`src/sv/shc_pkg.sv`:
```
// Package for the shell command tokenizer: character codes, result kinds,
// redirect tracking codes and the result entry type. No dependencies.

package shc_pkg;

   localparam logic [7:0] CH_SPACE = 8'd32;
   localparam logic [7:0] CH_DQ    = 8'd34;
   localparam logic [7:0] CH_SQ    = 8'd39;
   localparam logic [7:0] CH_LT    = 8'd60;
   localparam logic [7:0] CH_GT    = 8'd62;
   localparam logic [7:0] CH_BAR   = 8'd124;

   // Kind of a result: token character or end of the current token
   localparam logic KIND_CHAR = 1'b0;
   localparam logic KIND_END  = 1'b1;

   // Most results one character can cause
   localparam int unsigned MAX_RESULTS = 3;

   typedef enum logic [1:0] {
      PEND_NONE = 2'd0,
      PEND_LT   = 2'd1,
      PEND_GT   = 2'd2
   } pend_type;

   typedef struct packed {
      logic [7:0] out_char;
      logic       kind;
   } result_type;

endpackage

```
`src/sv/shc_if.sv`:
```
// Channel interfaces for the shell command tokenizer: request (characters in)
// and response (token results out). Depends on nothing.

interface shc_req_if;
   logic       valid;
   logic       ready;
   logic [7:0] in_char;
   logic       last_char;

   modport source (output valid, output in_char, output last_char, input ready);
   modport sink (input valid, input in_char, input last_char, output ready);
endinterface

interface shc_rsp_if;
   logic       valid;
   logic       ready;
   logic [7:0] out_char;
   logic       kind;
   logic       run_last;

   modport source (output valid, output out_char, output kind, output run_last,
                   input ready);
   modport sink (input valid, input out_char, input kind, input run_last,
                 output ready);
endinterface

```
`src/sv/shell_command_tokenizer.sv`:
```
// Shell command tokenizer top level: lexer state, result burst register.
// Depends on shc_pkg and the channel interfaces in shc_if.sv.
//
// Usage:
//   req_chan carries one command line character per request (in_char, and
//   last_char set on the final character of the line). rsp_chan returns the
//   token stream: token characters (kind 0) and token-end marks (kind 1,
//   out_char 0). run_last flags the final response caused by a request;
//   a request may cause zero to three responses.
//   The first response of a request appears in the cycle after the request
//   is taken. Throughput: one request per cycle while each request causes at
//   most one response and rsp_chan does not stall; a request that causes two
//   or three responses holds req_chan while the burst register drains, one
//   response a cycle.
//   A new request is taken in the same cycle that the last waiting response
//   is taken, so a steady stream is not interrupted.
//   Reset (synchronous, active high) clears the lexer state and drops any
//   responses still waiting. When rsp_chan stalls, the waiting response
//   holds and no new request is taken until it and the rest of its burst go.

module shell_command_tokenizer (
   input logic     clock,
   input logic     reset,
   shc_req_if.sink   req_chan,
   shc_rsp_if.source rsp_chan
);

   // Lexer state
   logic              token_open_ff, token_open_in;
   logic              in_quote_ff, in_quote_in;
   logic              quote_dq_ff, quote_dq_in;
   shc_pkg::pend_type pend_ff, pend_in;

   // Result burst
   shc_pkg::result_type burst_ff [shc_pkg::MAX_RESULTS];
   shc_pkg::result_type burst_in [shc_pkg::MAX_RESULTS];
   logic [1:0]          count_ff, count_in;
   logic [1:0]          rd_ff;

   logic       req_fire, rsp_fire;
   logic       burst_empty, burst_final;
   logic [1:0] rd_next;
   logic [7:0] ch;
   logic       last;
   logic       consumed;
   logic [7:0] pend_char;
   logic [7:0] quote_char;

   assign ch   = req_chan.in_char;
   assign last = req_chan.last_char;

   assign rd_next     = rd_ff + 2'd1;
   assign burst_empty = (rd_ff == count_ff);
   assign burst_final = (rd_next == count_ff);

   assign req_chan.ready = burst_empty || (burst_final && rsp_chan.ready);
   assign req_fire       = req_chan.valid && req_chan.ready;
   assign rsp_fire       = rsp_chan.valid && rsp_chan.ready;

   assign rsp_chan.valid    = !burst_empty;
   assign rsp_chan.out_char = burst_ff[rd_ff].out_char;
   assign rsp_chan.kind     = burst_ff[rd_ff].kind;
   assign rsp_chan.run_last = burst_final;

   assign pend_char  = (pend_ff == shc_pkg::PEND_LT) ? shc_pkg::CH_LT : shc_pkg::CH_GT;
   assign quote_char = quote_dq_ff ? shc_pkg::CH_DQ : shc_pkg::CH_SQ;

   always_comb begin
      token_open_in = token_open_ff;
      in_quote_in   = in_quote_ff;
      quote_dq_in   = quote_dq_ff;
      pend_in       = pend_ff;
      count_in      = 2'd0;
      consumed      = 1'b0;
      for (int i = 0; i < shc_pkg::MAX_RESULTS; i++) begin
         burst_in[i] = '{out_char: 8'd0, kind: shc_pkg::KIND_END};
      end

      // Finish a pending < or > token: join a doubled char, then end it
      if (pend_ff != shc_pkg::PEND_NONE) begin
         pend_in = shc_pkg::PEND_NONE;
         if (ch == pend_char) begin
            burst_in[count_in] = '{out_char: ch, kind: shc_pkg::KIND_CHAR};
            count_in = count_in + 2'd1;
            consumed = 1'b1;
         end
         burst_in[count_in] = '{out_char: 8'd0, kind: shc_pkg::KIND_END};
         count_in = count_in + 2'd1;
         token_open_in = 1'b0;
      end

      if (!consumed) begin
         if (in_quote_ff) begin
            burst_in[count_in] = '{out_char: ch, kind: shc_pkg::KIND_CHAR};
            count_in = count_in + 2'd1;
            if (ch == quote_char) begin
               in_quote_in = 1'b0;
            end
         end else if (ch == shc_pkg::CH_SPACE) begin
            if (token_open_in) begin
               burst_in[count_in] = '{out_char: 8'd0, kind: shc_pkg::KIND_END};
               count_in = count_in + 2'd1;
               token_open_in = 1'b0;
            end
         end else if (ch == shc_pkg::CH_DQ || ch == shc_pkg::CH_SQ) begin
            burst_in[count_in] = '{out_char: ch, kind: shc_pkg::KIND_CHAR};
            count_in = count_in + 2'd1;
            token_open_in = 1'b1;
            in_quote_in   = 1'b1;
            quote_dq_in   = (ch == shc_pkg::CH_DQ);
         end else if (ch == shc_pkg::CH_LT || ch == shc_pkg::CH_GT ||
                      ch == shc_pkg::CH_BAR) begin
            if (token_open_in) begin
               burst_in[count_in] = '{out_char: 8'd0, kind: shc_pkg::KIND_END};
               count_in = count_in + 2'd1;
            end
            burst_in[count_in] = '{out_char: ch, kind: shc_pkg::KIND_CHAR};
            count_in = count_in + 2'd1;
            token_open_in = 1'b1;
            if (ch == shc_pkg::CH_BAR || last) begin
               // pipe never doubles; a redirect at end of line closes now
               burst_in[count_in] = '{out_char: 8'd0, kind: shc_pkg::KIND_END};
               count_in = count_in + 2'd1;
               token_open_in = 1'b0;
            end else begin
               pend_in = (ch == shc_pkg::CH_LT) ? shc_pkg::PEND_LT : shc_pkg::PEND_GT;
            end
         end else begin
            burst_in[count_in] = '{out_char: ch, kind: shc_pkg::KIND_CHAR};
            count_in = count_in + 2'd1;
            token_open_in = 1'b1;
         end
      end

      // End of line: close the open token and return to the idle state
      if (last) begin
         if (token_open_in) begin
            burst_in[count_in] = '{out_char: 8'd0, kind: shc_pkg::KIND_END};
            count_in = count_in + 2'd1;
         end
         token_open_in = 1'b0;
         in_quote_in   = 1'b0;
         quote_dq_in   = 1'b0;
         pend_in       = shc_pkg::PEND_NONE;
      end
   end

   always_ff @(posedge clock) begin
      if (reset) begin
         token_open_ff <= 1'b0;
         in_quote_ff   <= 1'b0;
         quote_dq_ff   <= 1'b0;
         pend_ff       <= shc_pkg::PEND_NONE;
         count_ff      <= 2'd0;
         rd_ff         <= 2'd0;
      end else if (req_fire) begin
         token_open_ff <= token_open_in;
         in_quote_ff   <= in_quote_in;
         quote_dq_ff   <= quote_dq_in;
         pend_ff       <= pend_in;
         count_ff      <= count_in;
         rd_ff         <= 2'd0;
      end else if (rsp_fire) begin
         rd_ff <= rd_next;
      end
   end

   // Burst payload: load on each request
   always_ff @(posedge clock) begin
      if (req_fire) begin
         burst_ff <= burst_in;
      end
   end

endmodule

```
`src/flat_wrapper.sv`:
```
// flat-port wrapper written by rule: the top's interface ports become plain ports
module shell_command_tokenizer_flat 
  (clock, reset, req_chan_valid, req_chan_in_char, req_chan_last_char, req_chan_ready, rsp_chan_valid, rsp_chan_out_char, rsp_chan_kind, rsp_chan_run_last, rsp_chan_ready);
  shc_req_if req_chan_i ();
  shc_rsp_if rsp_chan_i ();
  input logic clock;
  input logic reset;
  input wire logic [$bits(req_chan_i.valid)-1:0] req_chan_valid;
  input wire logic [$bits(req_chan_i.in_char)-1:0] req_chan_in_char;
  input wire logic [$bits(req_chan_i.last_char)-1:0] req_chan_last_char;
  output wire logic [$bits(req_chan_i.ready)-1:0] req_chan_ready;
  output wire logic [$bits(rsp_chan_i.valid)-1:0] rsp_chan_valid;
  output wire logic [$bits(rsp_chan_i.out_char)-1:0] rsp_chan_out_char;
  output wire logic [$bits(rsp_chan_i.kind)-1:0] rsp_chan_kind;
  output wire logic [$bits(rsp_chan_i.run_last)-1:0] rsp_chan_run_last;
  input wire logic [$bits(rsp_chan_i.ready)-1:0] rsp_chan_ready;
  assign req_chan_i.valid = req_chan_valid;
  assign req_chan_i.in_char = req_chan_in_char;
  assign req_chan_i.last_char = req_chan_last_char;
  assign req_chan_ready = req_chan_i.ready;
  assign rsp_chan_valid = rsp_chan_i.valid;
  assign rsp_chan_out_char = rsp_chan_i.out_char;
  assign rsp_chan_kind = rsp_chan_i.kind;
  assign rsp_chan_run_last = rsp_chan_i.run_last;
  assign rsp_chan_i.ready = rsp_chan_ready;
  shell_command_tokenizer u_core (.clock(clock), .reset(reset), .req_chan(req_chan_i), .rsp_chan(rsp_chan_i));
endmodule
```
`config.mk`:
```
export PLATFORM = sky130hd
export DESIGN_NAME = shell_command_tokenizer_flat
export DESIGN_NICKNAME = d
export VERILOG_FILES = /design/src/sv/shc_pkg.sv /design/src/sv/shc_if.sv /design/src/sv/shell_command_tokenizer.sv /design/src/flat_wrapper.sv
export SDC_FILE = /design/constraint.sdc
export NUM_CORES = 1
export LEC_CHECK = 0
export BUFFER_PORTS_ARGS = -buffer_cell sky130_fd_sc_hd__buf_2
export CAP_MARGIN = 0
export CORE_UTILIZATION = 47
export CTS_CLUSTER_DIAMETER = 150
export DETAILED_ROUTE_END_ITERATION = 6
export PLACE_DENSITY = 0.73
export SLEW_MARGIN = 30
export SYNTH_ARGS = -nofsm -noshare
export SYNTH_HDL_FRONTEND = slang
export SYNTH_SLANG_ARGS = --single-unit
```
`constraint.sdc`:
```
create_clock -name clock -period 5.1 [get_ports clock]
set_input_delay 0.51 -clock clock [delete_from_list [all_inputs] [get_ports clock]]
set_output_delay 0.51 -clock clock [all_outputs]
set_load 0.005 [all_outputs]
```
==> impl_metrics.py, run 1 <==
metrics = {
    "run_status": {
        "outcome": "complete, no violations",
    },
    "route": {
        "drc": 0,
        "via_per_inst": 5.67,
        "dr.pass1.iters": 4,
        "wl_per_cell_um": 14.8,
        "drt_iter0_drc": 84,
        "routed_wirelength_um": 4270,
        "ant_nets": 0,
        "vias": 1633,
    },
    "synthesis": {
        "synthArstFlopShare": 0,
        "synthXorXnorAreaFrac": 0.0166,
        "syn_inst": 208,
        "synth-main-ff-cell": "edfxtp_1",
        "yosysSeqAreaShare": 0.469,
        "synthSimpleGateAreaFrac": 0.227,
        "postSynthAreaPerCell_um2": 10.2,
        "synth_mux_area_frac": 0.0521,
        "synth_fa_ha_area_frac": 0.0118,
        "ys_types": 57,
        "synth_top_family_by_area": "simple AND/OR/NAND/NOR gates",
        "synth_area_um2": 2110,
        "synth_edf_count": 27,
        "yosys_warnings": 0,
        "ys_ff_latch": 36,
        "synth-compound-area-share": 0.169,
    },
    "setup_path": {
        "crit_fanout": 21,
        "end_kind": "flip-flop",
        "path_class": "flip-flop to flip-flop",
        "r2r_slack_ps": 2090,
        "crit_path_start_kind": "flip-flop",
        "required_ps": 5300,
        "critPathArrivalTime_ps": 3210,
    },
    "cts": {
        "cts_sinks": 36,
        "ctsRootBufferMaster": "clkbuf_8",
        "numCtsBuffers": 5,
        "worst_skew_pair.late_latency_ps": 280,
        "cts_setup_buffers": 0,
        "tritoncts": "yes",
        "cts_resized": 0,
        "clockBufferDepth": 2,
        "clk_pin_slew_ps": 70,
        "htreeDepth": 2,
        "holdBufCountCts": 0,
    },
    "finish": {
        "nets": 250,
        "layout-drive-gt1-share": 0.199,
        "syn2layout_area_growth_pct": 12.0,
        "diodes": 0,
    },
    "sta": {
        "relSlewSlack": 0.517,
        "fmax_mhz": 333,
        "rsz0062_at_grt": "no",
        "tns_ps": 0,
        "hold_viol_final": 0,
        "min_period_ps": 3010,
        "maxSlewViolCount": 0,
        "hold_ws_ps": 488,
        "setup_viol": 0,
        "worst_pin_slew_ps": 723,
        "clock_skew_ps": 4.69,
        "finalCritPeriodShare": 0.589,
    },
    "power": {
        "p_switching_uw": 188,
        "irDropWorstVdd_v": 0.000151,
        "powerDensity_nw_per_um2": 312,
        "sw_frac_of_total": 0.254,
        "p_comb_frac": 0.170,
        "internal-power_uw": 550,
        "pwr-share-seq": 0.500,
        "leakage_nw": 0.883,
        "clkPwrFrac": 0.330,
    },
    "flow_run": {
        "drv_cap": 0,
    },
    "global_routing": {
        "antenna_found_initial": 0,
        "grt_pass1_vias": 1533,
        "grt_remaining_overflow": 0,
        "grt_use_total": 0.192,
        "grt_max_degree": 22,
        "grt_pass1_wl_um": 7360,
    },
    "floorplanning": {
        "boundaryPins": 25,
        "die_w_um": 69.1,
        "row_count": 24,
        "coreArea_um2": 4320,
        "design.die.area_um2": 4770,
        "start_util": 0.489,
        "dieHeight_um": 69.1,
    },
    "placement": {
        "dpl.hpwl_um": 3100,
        "place.gp.congestion": 0.979,
        "port_buffers": 24,
    },
    "hold_path": {
        "hp-class": "flip-flop to flip-flop",
    },
}
flip-flops by register name, indices dropped and copies added, names as in the netlist:
signal and flops:
u_core.burst_ff 27, u_core.count_ff 2, u_core.pend_ff 2, u_core.rd_ff 2
u_core.in_quote_ff 1, u_core.quote_dq_ff 1, u_core.token_open_ff 1
area by class of cell:
cell class / instances / area [um^2]
Multi-Input combinational cell: 158 / 1040
Timing Repair Buffer: 25 / 128
Clock buffer: 6 / 72.6
Tap cell: 52 / 65.1
Clock inverter: 2 / 35.0
Sequential cell: 36 / 991
Fill cell: 416 / 1960
Inverter: 9 / 33.8
cells in the mapped netlist, drive strengths merged, types with 3 or more instances:
| master | number | area [um^2] |
|---|---|---|
| clkbuf | 3 | 11.3 |
| and3 | 4 | 25.0 |
| xor2 | 3 | 26.3 |
| and2 | 16 | 103 |
| dfxtp | 9 | 180 |
| nand3 | 4 | 20.0 |
| nand2 | 18 | 67.6 |
| inv | 9 | 33.8 |
| nand2b | 4 | 25.0 |
| a21oi | 8 | 40.0 |
| nor2 | 8 | 30.0 |
| o21a | 4 | 30.0 |
| edfxtp | 27 | 811 |
| mux2i | 11 | 110 |
| nor4 | 3 | 25.0 |
| o21ai | 18 | 90.1 |
| buf | 9 | 62.6 |
| nor3 | 3 | 15.0 |
| nand4 | 5 | 31.3 |
routing by layer:
| metal | global-route usage | share of wire |
|---|---|---|
| met5 | 0 | 0 |
| met4 | 0.0522 | 0.0094 |
| met3 | 0.0409 | 0.045 |
| met2 | 0.298 | 0.46 |
| met1 | 0.273 | 0.49 |
metrics by stage:
stage	area [um^2]	total power, mW	utilization	worst slack [ps]	cells
floorplan	2140	0.455	-	2440	215
global placement	2260	0.499	0.522	1930	280
detailed placement	2260	0.502	0.522	1920	280
CTS	2370	0.744	0.547	2050	288
global route	2370	0.771	0.547	1770	288
finish	2370	0.738	0.547	2090	288
worst max-delay path, cell delays in order (launching register included):
cell and delay (ps):
dfxtp_1 790, xor2_1 260, mux2i_1 270, a21bo_2 190, nand2_1 140, inv_1 520
buf_4 390, nand4b_1 120, a211oi_1 240
layout by cell type, fill, tap and decap left out, types with 5 or more instances in the layout:
master,synthesis,final
o21ai_0,17,17
and2_1,14,14
nor2_1,8,8
inv_1,9,9
mux2i_1,11,11
dfxtp_1,9,9
conb_1,2,9
nand2_1,18,18
clkbuf_8,0,5
nand4_1,5,5
buf_2,2,24
edfxtp_1,27,27
a21oi_1,8,8
power groups by stage:
stage | Sequential, mW | Clock [mW] | Combinational [mW]
after floorplan | 0.369 | 0 | 0.0858
after global placement | 0.374 | 0 | 0.124
after detailed placement | 0.376 | 0 | 0.126
after CTS | 0.370 | 0.248 | 0.126
after global routing | 0.373 | 0.257 | 0.141
final | 0.369 | 0.244 | 0.125
cell families after synthesis:
| group | Yosys count |
|---|---|
| other | 2 |
| adders and majority gates | 2 |
| and+or+nand+nor | 81 |
| buffers and inverters | 21 |
| xor gates and xnor gates | 4 |
| DFF | 36 |
| AOI/OAI and AO/OA | 51 |
| muxes | 11 |
path summary, 6_finish.rpt:
kind	from	endpoint	cells past startpoint
min reg2reg	u_core.token_open_ff	u_core.token_open_ff	2
min	u_core.token_open_ff	u_core.token_open_ff	2
max	u_core.rd_ff[1]	u_core.quote_dq_ff	8
max reg2reg	u_core.rd_ff[1]	u_core.quote_dq_ff	8
No activity file was read; power rests on OpenSTA's default activity.
==> run 2, diff against run 1 <==
- ABC_AREA: default -> 1
- PLACE_DENSITY: 0.73 -> 0.75
- clock period: 5.1 -> 2.6 ns (I/O delays scaled with it)
==> run 2 against run 1 <==
Utilization grew 2.1 points. Cell count is 19% higher. Die area is 0.68% higher. Cell area increased by 4.5%. Clock skew increased by 0.52 ps. Synthesized cell count increased by 22%. Flip-flop and latch count unchanged. Routed wire length is 3.6% higher. Via count increased by 7.7%. Maximum frequency rose by 34%. Critical path depth is 7 higher. Largest power group unchanged.
==> impl_metrics.py, run 2 <==
metrics = {
    "run_status": {
        "outcome": "complete, no violations",
    },
    "synthesis": {
        "synth_top_area_frac": 0.381,
        "synth-main-ff-cell": "edfxtp_1",
        "ys_ff_latch": 36,
        "netlist_top_cells_count": "nand2_1, inv_1, edfxtp_1",
        "synth.area.top_cells": "edfxtp_1, dfxtp_1, nand2_1",
        "synthArstFlopShare": 0,
        "ys_types": 32,
        "yosysMostFrequentCell": "nand2_1",
        "yosysTopAreaCell": "edfxtp_1",
        "postSynthAreaPerCell_um2": 8.38,
        "yosys_warnings": 0,
        "synth_edf_count": 27,
        "syn_inst": 254,
        "synth_area_um2": 2130,
        "yosysSeqAreaShare": 0.466,
    },
    "route": {
        "via_per_inst": 5.11,
        "drc": 0,
        "ant_nets": 0,
        "wl_per_cell_um": 12.9,
        "vias": 1759,
        "routed_wirelength_um": 4430,
        "dr.pass1.iters": 4,
        "drt_iter0_drc": 92,
    },
    "finish": {
        "nets": 306,
        "layout-drive-gt1-share": 0.284,
        "fin_cells": 344,
        "final_cell_mix": "nand2_1, inv_1, edfxtp_1",
        "mostFrequentLayoutCell": "nand2_1",
        "syn2layout_area_growth_pct": 16.2,
        "diodes": 0,
        "largest_register": "u_core.burst_ff",
        "nFillCells": 381,
        "largest_reg_flops": 27,
        "stdcell_area_um2": 2470,
    },
    "sta": {
        "maxSlewViolCount": 0,
        "setup_viol": 0,
        "finalCritPeriodShare": 0.861,
        "rsz0062_at_grt": "no",
        "hold_ws_ps": 249,
        "hold_viol_final": 0,
        "tns_ps": 0,
        "fmax_mhz": 446,
        "min_period_ps": 2240,
        "clock_skew_ps": 5.21,
    },
    "flow_run": {
        "drv_cap": 0,
    },
    "cts": {
        "cts_setup_buffers": 0,
        "worst_skew_pair.late_latency_ps": 290,
        "htreeDepth": 2,
        "holdBufCountCts": 0,
        "cts_resized": 0,
        "numCtsBuffers": 5,
        "clk_pin_slew_ps": 70,
        "clockBufferDepth": 2,
        "ctsRootBufferMaster": "clkbuf_8",
        "cts_sinks": 36,
        "tritoncts": "yes",
    },
    "setup_path": {
        "cpMaxStageDelayCell": "dfxtp_1",
        "end_kind": "flip-flop",
        "crit_path_start_kind": "flip-flop",
        "worstReg2RegStart": "u_core.pend_ff[0]",
        "timing.rr.end": "u_core.burst_ff[9]",
        "crit_family": "simple AND/OR/NAND/NOR gates",
        "crit_chain": "nor2_4 -> inv_2 -> nor2_2 -> inv_1 -> nand2_2 -> nand2_1 -> nand2_1 -> nand2_1 -> nand2_1 -> nand2_1 -> nand2_2 -> inv_1 -> ha_1 -> nand2_4 -> o211ai_4",
        "slowest_delay_ps": 370,
        "r2r_slack_ps": 360,
        "crit_buf_inv": 3,
        "worst_path_most_repeated_cell": "nand2_1",
        "required_ps": 2590,
        "crit_fanout": 9,
        "critPathArrivalTime_ps": 2230,
        "worstRegToRegCells": 15,
        "path_class": "flip-flop to flip-flop",
    },
    "power": {
        "p_switching_uw": 385,
        "irDropWorstVdd_v": 0.000273,
        "leakage_nw": 1.09,
        "sw_frac_of_total": 0.264,
        "internal-power_mw": 1.07,
        "pwr-share-seq": 0.486,
        "powerDensity_nw_per_um2": 590,
        "clkPwrFrac": 0.332,
        "p_comb_frac": 0.182,
    },
    "global_routing": {
        "antenna_found_initial": 0,
        "grt_pass1_vias": 1617,
        "grt_remaining_overflow": 0,
        "grt_max_degree": 31,
        "grt_use_total": 0.197,
        "grt_pass1_wl_um": 7440,
    },
    "placement": {
        "place_area_um2": 2360,
        "place_inst": 336,
        "dpl.hpwl_um": 3330,
        "place.gp.congestion": 0.995,
        "port_buffers": 24,
    },
    "floorplanning": {
        "boundaryPins": 25,
        "design.die.area_um2": 4800,
        "row_count": 24,
        "die_w_um": 69.3,
        "start_util": 0.489,
        "coreArea_um2": 4350,
        "dieHeight_um": 69.3,
    },
    "hold_path": {
        "hold_start": "reset",
        "min_to": "u_core.in_quote_ff",
        "hold-path-cell-count": 2,
        "hp-class": "input pin to flip-flop",
    },
}
run 2: changes by cell type in the layout (fill, tap and decap cells not counted), sizes merged, moves of 4 or more:
cell,delta
nand2,+40
mux2i,-11
nand2b,-4
o21a,-4
nor2,+35
and2,-16
inv,+28
nand3,+22
a21oi,+4
o21ai,-11
o31ai,+9
run 2: cell families after synthesis:
family | Yosys count | share of synthesized area
other cells | 2 | 0.00353
fa+ha+maj | 2 | 0.0118
xor+xnor | 3 | 0.0123
flops | 36 | 0.466
buf+inv | 43 | 0.0764
simple gates | 136 | 0.329
compound gates | 32 | 0.101
run 2: worst reg2reg max path: stages (launching register included):
cell and delay [ps]:
dfxtp_1 370, nor2_4 250, inv_2 140, nor2_2 160, inv_1 80, nand2_2 70
nand2_1 40, nand2_1 50, nand2_1 40, nand2_1 50, nand2_1 90, nand2_2 90
inv_1 40, ha_1 210, nand2_4 80, o211ai_4 160
run 2: how the worst max path moves through the flow:
stage / slack (ps) / depth (start not counted) / start / endpoint
floorplan: 700 / 16 / u_core.pend_ff[1] / u_core.burst_ff[10]
global placement: 340 / 18 / req_chan_in_char[0] / u_core.burst_ff[16]
detailed placement: 350 / 18 / req_chan_in_char[0] / u_core.burst_ff[14]
CTS: 370 / 15 / u_core.pend_ff[0] / u_core.burst_ff[9]
global route: 170 / 15 / u_core.pend_ff[0] / u_core.burst_ff[9]
finish: 360 / 15 / u_core.pend_ff[0] / u_core.burst_ff[9]
run 2: power groups by stage:
stage | logic, mW | registers [mW] | clock network, mW
floorplan | 0.164 | 0.717 | 0
global placement | 0.263 | 0.721 | 0
global route | 0.296 | 0.715 | 0.524
CTS | 0.267 | 0.710 | 0.501
detailed placement | 0.266 | 0.722 | 0
finish | 0.265 | 0.709 | 0.485
run 2: routing by layer:
layer  GRT usage  share of wire  vias up
li1            -              -      906
met2       0.325           0.48       45
met3      0.0392          0.043        6
met4      0.0771          0.017        0
met5           0              0        -
met1       0.254           0.46      802
run 2: layout make-up:
type                       count  area (um^2)  area share
tap                           52         65.1      0.0263
clock inverter                 3         42.5      0.0172
inverter                      38          143      0.0577
timing repair buffer          28          163      0.0658
clock buffer                   5         68.8      0.0278
multi-input combinational    182         1000       0.405
sequential                    36          991       0.401
run 2: metrics by stage:
step | utilization | setup WS [ps] | power, mW
4_1_cts | 0.568 | 367 | 1.48
3_5_place_dp | 0.543 | 346 | 0.988
6_report | 0.568 | 360 | 1.46
3_3_place_gp | 0.543 | 336 | 0.984
2_1_floorplan | - | 703 | 0.881
5_1_grt | 0.568 | 175 | 1.53
==> run 3, diff against run 2 <==
- CAP_MARGIN: 0 -> default
- PLACE_DENSITY: 0.75 -> 0.73
- clock period: 2.6 -> 2.23 ns (I/O delays scaled with it)
==> run 3 against run 2 <==
Cell count is 1.2% higher. Critical endpoint is now rsp_chan_out_char[2]. Via count increased by 1.0%. Clock-buffer cell count unchanged. First-iteration DRC count down 17%. Global-route usage up 0.81 points. Hold slack worse by 37 ps. Clock skew shrank 0.90 ps. Cell area grew 1.3%. Clock power down 13%.
==> impl_metrics.py, run 3 (synthesis results as in run 2) <==
metrics = {
    "cts": {
        "clockBufferDepth": 2,
        "clk_pin_slew_ps": 70,
        "cts_sinks": 36,
        "htreeDepth": 2,
        "ctsRootBufferMaster": "clkbuf_8",
        "numCtsBuffers": 5,
        "worst_skew_pair.late_latency_ps": 290,
        "tritoncts": "yes",
    },
    "placement": {
        "dpl.hpwl_um": 3350,
        "place.gp.congestion": 0.944,
        "place_inst": 339,
        "dp_slack_ps": 53.3,
        "port_buffers": 24,
    },
    "global_routing": {
        "antenna_found_initial": 0,
        "grt_pass1_vias": 1709,
        "grt_max_degree": 31,
        "grt_remaining_overflow": 0,
        "grt_pass1_wl_um": 7660,
        "grt_use_total": 0.205,
    },
    "finish": {
        "layout-drive-gt1-share": 0.304,
        "largest_reg_flops": 27,
        "mostFrequentLayoutCell": "nand2_1",
        "diodes": 0,
        "nets": 311,
        "nFillCells": 395,
        "largest_register": "u_core.burst_ff",
        "seq_area_um2": 993,
        "syn2layout_area_growth_pct": 17.7,
        "final_cell_mix": "nand2_1, inv_1, edfxtp_1",
        "multi_input_area_um2": 1030,
        "fin_cells": 348,
    },
    "sta": {
        "clock_skew_ps": 4.31,
        "finalCritPeriodShare": 0.916,
        "fmax_mhz": 490,
        "setup_viol": 0,
        "tns_ps": 0,
        "maxSlewViolCount": 0,
        "fin_ws_ps": 188,
        "hold_viol_final": 0,
        "rsz0062_at_grt": "no",
        "hold_ws_ps": 211,
        "min_period_ps": 2040,
        "relSlewSlack": 0.647,
        "worst_pin_slew_ps": 525,
    },
    "power": {
        "clkPwrFrac": 0.270,
        "irDropWorstVdd_v": 0.000272,
        "internal-power_mw": 1.13,
        "sw_frac_of_total": 0.277,
        "powerDensity_nw_per_um2": 622,
        "pwr-share-seq": 0.530,
        "leakage_nw": 1.10,
        "p_switching_uw": 432,
        "p_comb_frac": 0.200,
    },
    "route": {
        "vias": 1777,
        "routed_wirelength_um": 4670,
        "via_per_inst": 5.11,
        "wl_per_cell_um": 13.4,
        "ant_nets": 0,
        "dr.pass1.iters": 5,
        "drt_iter0_drc": 76,
        "drc": 0,
    },
    "hold_path": {
        "hold-path-cell-count": 2,
        "hp-class": "input pin to flip-flop",
        "hold_start": "reset",
        "min_to": "u_core.in_quote_ff",
    },
    "setup_path": {
        "end_kind": "primary output",
        "crit_fanout": 19,
        "timing.rr.end": "u_core.burst_ff[13]",
        "worstReg2RegStart": "u_core.pend_ff[1]",
        "crit_path_start_kind": "flip-flop",
        "required_ps": 2010,
        "path_class": "flip-flop to primary output",
        "critPathArrivalTime_ps": 1820,
        "worstRegToRegCells": 17,
        "r2r_slack_ps": 230,
    },
    "floorplanning": {
        "design.die.area_um2": 4800,
        "die_w_um": 69.3,
        "start_util": 0.489,
        "boundaryPins": 25,
        "dieHeight_um": 69.3,
        "coreArea_um2": 4350,
        "row_count": 24,
    },
    "flow_run": {
        "drv_cap": 0,
    },
    "run_status": {
        "outcome": "complete, no violations",
    },
}
[run 3: stage by stage]
stage / util / power (mW) / instance area [um^2]
3_3_place_gp: 0.548 / 1.14 / 2380
5_1_grt: 0.575 / 1.64 / 2500
2_1_floorplan: - / 1.03 / 2150
6_report: 0.575 / 1.56 / 2500
4_1_cts: 0.565 / 1.56 / 2460
3_5_place_dp: 0.548 / 1.15 / 2380
[run 3: worst max-delay path, stage by stage (launching register included)]
cell	delay, ps
dfxtp_1	350
buf_4	230
clkinv_1	460
nor2_1	260
o31ai_1	90
buf_2	130
[run 3: power groups by stage]
stage / Sequential [mW] / Combinational [mW] / Clock (mW)
global route: 0.831 / 0.350 / 0.455
floorplan: 0.835 / 0.191 / 0
CTS: 0.826 / 0.311 / 0.427
detailed placement: 0.841 / 0.311 / 0
finish: 0.826 / 0.312 / 0.420
global placement: 0.838 / 0.305 / 0
[run 3: layer usage]
metal / GRT usage / wire length, um / share of wire
met5: 0 / 0 / 0
met1: 0.246 / 2160 / 0.46
met3: 0.0451 / 194 / 0.042
met2: 0.345 / 2170 / 0.47
met4: 0.104 / 138 / 0.030
[run 3: worst max-delay path by stage]
stage	start	endpoint
global route	u_core.pend_ff[1]	u_core.count_ff[1]
floorplan	u_core.pend_ff[1]	u_core.burst_ff[10]
global placement	req_chan_in_char[0]	u_core.burst_ff[11]
CTS	u_core.pend_ff[1]	u_core.burst_ff[11]
detailed placement	req_chan_in_char[0]	u_core.burst_ff[10]
finish	u_core.rd_ff[0]	rsp_chan_out_char[2]
[run 3: timing repair]
| item | CTS | global route |
|---|---|---|
| setup endpoints to repair | 0 | 16 |
| resized for setup | 0 | 7 |
| setup buffers | 0 | 1 |
| hold buffers | 0 | 0 |
[run 3: final cells by class]
type | count | area share
Tap cell | 52 | 0.0260
Clock inverter | 2 | 0.00300
Timing Repair Buffer | 32 | 0.0769
Sequential cell | 36 | 0.397
Clock buffer | 5 | 0.0275
Multi-Input combinational cell | 183 | 0.413
Inverter | 38 | 0.0569
